===== src/rtl/mecanum_wheel_mixer_macros.svh =====
// assertion macros shared by the mecanum mixer rtl
`ifndef MECANUM_WHEEL_MIXER_MACROS_SVH
`define MECANUM_WHEEL_MIXER_MACROS_SVH

// same-cycle implication, quiet during reset
`define MWM_ASSERT_IMP(lbl, clk, rst_n, ante, cons) \
  lbl: assert property (@(posedge clk) disable iff (!(rst_n)) (ante) |-> (cons)) \
    else $error("mwm assertion failed");

// next-cycle implication, quiet during reset
`define MWM_ASSERT_NXT(lbl, clk, rst_n, ante, cons) \
  lbl: assert property (@(posedge clk) disable iff (!(rst_n)) (ante) |=> (cons)) \
    else $error("mwm assertion failed");

`endif


===== src/rtl/mwm_pkg.sv =====
// constants, types and the axis mapping of the mecanum mixer
`default_nettype none

package mwm_pkg;

  localparam int unsigned NumWheels = 4;
  localparam int unsigned AxisW     = 11;
  localparam int unsigned MapW      = 9;
  localparam int unsigned MixW      = 11;
  localparam int unsigned MagW      = 10;
  localparam int unsigned DutyW     = 8;
  localparam int unsigned NumW      = MagW + DutyW;
  localparam int unsigned ProdW     = 19;

  // wheel order of the lanes
  localparam int unsigned WheelFl = 0;
  localparam int unsigned WheelFr = 1;
  localparam int unsigned WheelBl = 2;
  localparam int unsigned WheelBr = 3;

  localparam logic signed [AxisW-1:0] AxisMin = -11'sd511;
  localparam logic signed [AxisW-1:0] AxisMax = 11'sd512;
  localparam logic [MagW-1:0]         AxisTop = 10'd1023;
  localparam logic [ProdW-1:0]        MapGain = 19'd510;
  localparam logic [MagW:0]           MapDiv  = 11'd1023;
  localparam logic [MagW-1:0]         DutyMax = 10'd255;

  typedef logic signed [AxisW-1:0] axis_t;
  typedef logic signed [MapW-1:0]  map_t;
  typedef logic signed [MixW-1:0]  mix_t;
  typedef logic [MagW-1:0]         mag_t;
  typedef logic [DutyW-1:0]        duty_t;

  // one wheel in the divider chain: remainder, numerator bits shifting
  // out at the top while quotient bits shift in at the bottom
  typedef struct packed {
    logic  neg;
    mag_t  rem;
    duty_t nq;
  } lane_t;

  typedef struct packed {
    mag_t                    div;
    lane_t [NumWheels-1:0]   lane;
  } div_word_t;

  // clamp, then ((a + 511) * 510) / 1023 - 255 with a truncated quotient;
  // y / 1023 is taken as y >> 10 plus one when the remainder reaches 1023
  function automatic map_t map_axis(input axis_t a);
    logic [MagW-1:0]  x;
    logic [ProdW-1:0] y;
    logic [MapW-1:0]  q0;
    logic [MagW:0]    r;
    logic [MapW-1:0]  q;
    logic signed [MapW:0] d;
    if (a < AxisMin) begin
      x = '0;
    end else if (a > AxisMax) begin
      x = AxisTop;
    end else begin
      x = MagW'(a - AxisMin);
    end
    y  = ProdW'(x) * MapGain;
    q0 = y[ProdW-1:MagW];
    r  = (MagW+1)'(y[MagW-1:0]) + (MagW+1)'(q0);
    q  = q0 + MapW'(r >= MapDiv);
    d  = signed'({1'b0, q}) - signed'({1'b0, DutyMax[MapW-1:0]});
    return d[MapW-1:0];
  endfunction

endpackage

`default_nettype wire


===== src/rtl/mwm_div_cell.sv =====
// one restoring divide step for all four wheels, registered
`default_nettype none

`include "mecanum_wheel_mixer_macros.svh"

module mwm_div_cell import mwm_pkg::*; (
  input  wire         clk_i,
  input  wire         rst_ni,
  input  wire         valid_i,
  output logic        ready_o,
  input  div_word_t   word_i,
  output logic        valid_o,
  input  wire         ready_i,
  output div_word_t   word_o
);

  logic      v_q;
  div_word_t word_q, word_d;
  logic      rem_ok;

  assign ready_o = !v_q || ready_i;

  // bring down the next numerator bit, subtract if it fits
  always_comb begin
    logic [MagW:0] t;
    logic          ge;
    word_d.div = word_i.div;
    for (int i = 0; i < NumWheels; i++) begin
      t  = {word_i.lane[i].rem, word_i.lane[i].nq[DutyW-1]};
      ge = t >= (MagW+1)'(word_i.div);
      word_d.lane[i].neg = word_i.lane[i].neg;
      word_d.lane[i].rem = ge ? MagW'(t - (MagW+1)'(word_i.div)) : t[MagW-1:0];
      word_d.lane[i].nq  = {word_i.lane[i].nq[DutyW-2:0], ge};
    end
  end

  always_ff @(posedge clk_i or negedge rst_ni) begin
    if (!rst_ni) begin
      v_q <= 1'b0;
    end else if (ready_o) begin
      v_q <= valid_i;
    end
  end

  always_ff @(posedge clk_i) begin
    if (ready_o && valid_i) begin
      word_q <= word_d;
    end
  end

  assign valid_o = v_q;
  assign word_o  = word_q;

  always_comb begin
    rem_ok = 1'b1;
    for (int i = 0; i < NumWheels; i++) begin
      if (word_q.lane[i].rem >= word_q.div) rem_ok = 1'b0;
    end
  end

  `MWM_ASSERT_IMP(a_rem_below_div, clk_i, rst_ni, v_q, rem_ok)
  `MWM_ASSERT_IMP(a_div_floor, clk_i, rst_ni, v_q, word_q.div >= DutyMax)

endmodule

`default_nettype wire


===== config.mk =====
export PLATFORM = sky130hd
export DESIGN_NAME = mwm_div_cell
export DESIGN_NICKNAME = d
export VERILOG_FILES = /design/src/rtl/mwm_pkg.sv /design/src/rtl/mwm_div_cell.sv
export VERILOG_INCLUDE_DIRS = /design/src /design/src/rtl
export SDC_FILE = /design/constraint.sdc
export NUM_CORES = 1
export LEC_CHECK = 0
export BUFFER_PORTS_ARGS = -buffer_cell sky130_fd_sc_hd__buf_2
export CAP_MARGIN = 20
export CORE_MARGIN = 1
export CORE_UTILIZATION = 50
export CTS_CLUSTER_DIAMETER = 100
export CTS_CLUSTER_SIZE = 25
export DETAILED_ROUTE_END_ITERATION = 8
export HOLD_SLACK_MARGIN = 0.1
export MAX_ROUTING_LAYER = met4
export PLACE_DENSITY = 0.8
export SLEW_MARGIN = 20
export SYNTH_ARGS = -nofsm -noshare
export SYNTH_HDL_FRONTEND = slang
export SYNTH_SLANG_ARGS = --single-unit
export TNS_END_PERCENT = 20

===== constraint.sdc =====
create_clock -name clk_i -period 3.75 [get_ports clk_i]
set_input_delay 0.375 -clock clk_i [delete_from_list [all_inputs] [get_ports clk_i]]
set_output_delay 0.375 -clock clk_i [all_outputs]
set_load 0.01 [all_outputs]

==> metrics.md <==
| Metric | Value |
|---|---|
| Vias/cell | `about 5.3` |
| Syn Std Cell Area | `roughly 0.0049 mm^2` |
| CP Max Fanout | `8` |
| Final Skew | `13.2 ps` |
| CP endpoint kind | `flip-flop` |
| Worst path buffer plus inverter count | `3` |
| RSZ-0062 raised after global routing | `false` |
| Synth Net Count | `497` |
| Cell Rows | `35` |
| DP HPWL | `roughly 8600 um` |
| Die height | `slightly above 100 um` |
| Longest Clk Path Bufs | `2` |
| Leakage power | `2.74 nW` |
| Share of layout cells above drive strength 1 | `a little over two fifths` |
| Reg2reg end | `word_o[36]$_DFFE_PP_` |
| Worst Hold Depth | `1` |
| First-pass GRT wire length | `17000 um` |
| Final ANT Viol Nets | `0` |
| Status | `finished clean` |
| Ys flop type | `edfxtp_1` |
| CP arrival | `approximately 2400 ps` |
| Synth area leader | `edfxtp_1` |
| ANT cells | `0` |
| Worst slew margin | `a little over two thirds` |
| Routability cong. | `0.867` |
| H-tree depth | `3` |
| Mean post-synth cell area | `between 10 and 15 um^2` |
| Warnings, synthesis | `0` |
| Worst path cell trace | `buf_2 > inv_1 > ha_1 > nand3_1 > nor4_1 > a2111oi_2 > o21a_4 > inv_4 > mux2_4` |
| CTS resizes | `0` |
| Final net count | `approximately 690` |
| Final setup TNS | `0 ps` |
| Placed cell area | `around 0.0060 mm^2` |
| Starting density of the core | `roughly 52%` |
| Routed WL per cell | `approximately 16 um` |
| # setup viols final | `0` |
| Clk sinks | `87` |
| Clock transition at path regs | `around 90 ps` |
| Post CTS Setup Buffer Count | `0` |
| IO Pins | `approximately 180` |
| Hold_ws | `198 ps` |
| Worst min path class | `in2reg` |
| Fmax | `approximately 430 MHz` |
| Maxcap violations | `0` |
| Hold Path End | `word_o[4]$_DFFE_PP_` |
| Hold_sp | `word_i[3]` |
| Worst stage delay on the critical path | `~460 ps` |
| Pre-antenna DRT Iters | `4` |
| Flop and latch count out of synthesis | `87` |
| Syn Inst Count | `about 360` |
| Post-synth EDFFs | `between 80 and 90` |
| Fin. max-slew vios | `0` |
| Initial DRC count | `between 100 and 150` |
| Critical path type | `in2reg` |
| Startpoint types | `primary input` |
| Core Box Area | `approximately 0.0094 mm^2` |
| Total CTS buffers | `9` |
| Area Overhead vs Synth | `25.6%` |
| Register area share after synthesis | `between 50% and 60%` |
| CTS tree | `done` |
| Tot Pwr | `between 2 and 2.5 mW` |
| Fin util | `between 60% and 70%` |
| Gr usage total | `22.8%` |
| Tcrit/Tclk final | `approximately three fifths` |
| Grt ovf | `0` |
| Synth top area share | `between 50% and 60%` |
| Vias in the first global route | `between 3000 and 4000` |
| Worst VDD drop | `0.000219 V` |
| Die area | `just over 0.01 mm^2` |
| Fin. Hold Viols | `0` |
| Setup slack, reg-to-reg | `roughly 2200 ps` |
| Pwr per Cell Area | `between 300 and 400 mW/mm^2` |
| WP data required | `roughly 3800 ps` |
| Chip Width | `around 100 um` |
| Top cells by area, synth | `edfxtp_1 52%, ha_1 10%, mux2_4 6.4%, xnor2_1 3.4%, mux2_1 2.5%` |
| PortBufs | `roughly 180` |
| Clk_lat worst skew | `340 ps` |
| Reg2reg start | `valid_o$_DFFE_PN0N_` |
| Synth cell types | `42` |
| Root buf cell | `clkbuf_8` |
| Reg2reg path depth | `3` |
| Kind of cell with the highest combined delay on the critical path | `compound AO/OA/AOI/OAI gates` |
| Antenna violations before repair | `0` |
| DRT Wirelength | `~11000 um` |
| Largest net degree at the start of global routing | `87` |
| Drt drc | `0` |
| Ys async rst share | `~1.1%` |
| Slowest library cell on the worst path | `a2111oi_2` |
| Period minus WS final | `2310 ps` |
| Detailed-route via count | `3640` |
| Slew @ Worst Pin | `roughly 460 ps` |
| Cell area after layout | `0.00621 mm^2` |
## state kept, by name, indices dropped and copies added, names as in the netlist
name	count
valid_o	1
word_o	86
## cell usage after synthesis, types with 2 or more instances
master and instances:
a211oi_1 4, and2_1 2, o21ai_0 8, fa_1 4, edfxtp_1 86, o21bai_1 5, a21oi_1 22, nand2b_1 4
mux2i_1 4, o31ai_1 4, o21a_4 2, ha_1 40, nand2_1 19, inv_4 4, a211oi_2 2, a21o_1 9
a21oi_2 2, a221oi_1 3, o21a_2 2, o21a_1 3, o31a_1 4, nor2b_1 4, nand3_2 2, mux2_1 11
nor2_1 11, xnor2_1 19, a2111oi_2 2, o211ai_1 4, nand3b_1 4, nand3_1 6, nor4_1 7, and3_1 3
inv_1 20, mux2_4 21, xor2_1 9
## placed cells by master, fill, tap and decap left out, drive strengths merged, types with 9 or more instances in the layout
| master | netlist | layout |
|---|---|---|
| a21o | 9 | 9 |
| a21oi | 24 | 24 |
| buf | 0 | 178 |
| clkbuf | 0 | 9 |
| edfxtp | 86 | 86 |
| ha | 40 | 40 |
| inv | 25 | 27 |
| mux2 | 32 | 32 |
| nand2 | 19 | 19 |
| nor2 | 11 | 11 |
| xnor2 | 19 | 19 |
| xor2 | 9 | 9 |
## stage by stage
step                worst slack, ps  std cells
global placement               1200        669
global route                   1320        687
floorplan                       693        363
detailed placement             1080        669
CTS                            1450        686
finish                         1440        687
## per-layer routing
layer | global-route usage [%] | share of wire, % | vias to the layer above
met5 | - | 0 | -
met4 | 10.1 | 3.3 | 0
met3 | 6.14 | 8.1 | 29
met2 | 37.9 | 48 | 165
met1 | 25.8 | 40 | 1672
li1 | - | - | 1774
## layout make-up
type                    instances  area, um^2
well taps                     129         161
inverters                      25         104
repair buffers                179         923
flip-flops and latches         87        2610
clock buffers                   9         124
multi-input cells             251        2230
clock inverters                 7        55.1
fillers                       730        3210
## power breakdown
group	switching [mW]	internal [mW]
Combinational	0.337	0.310
Clock	0.351	0.247
Sequential	0.0176	1.18
## cells by family after synthesis
family                   Yosys count  synth area share (%)
flip-flops                        87                  52.8
buffers and inverters             25                  2.10
multiplexers                      36                  9.70
XOR/XNOR                          28                  4.96
AO/OA/AOI/OAI                     79                  11.9
adder cells (fa/ha/maj)           44                  11.8
AND/OR/NAND/NOR                   64                  6.81
## worst max path at each step
stage	slack, ps	to	from	cells past startpoint
after floorplan	690	word_o[0]$_DFFE_PP_	valid_o$_DFFE_PN0N_	2
after global placement	1200	word_o[29]$_DFFE_PP_	word_i[77]	9
after detailed placement	1080	word_o[30]$_DFFE_PP_	word_i[77]	9
after CTS	1450	word_o[30]$_DFFE_PP_	word_i[77]	9
after global routing	1320	word_o[35]$_DFFE_PP_	word_i[77]	8
final	1440	word_o[30]$_DFFE_PP_	word_i[77]	9
## timing repair
| action | CTS | global route |
|---|---|---|
| hold endpoints to repair | 1 | 0 |
| hold buffers | 1 | 0 |
| endpoints found under the setup margin | 0 | 0 |
(Power assumes the default switching activity.)
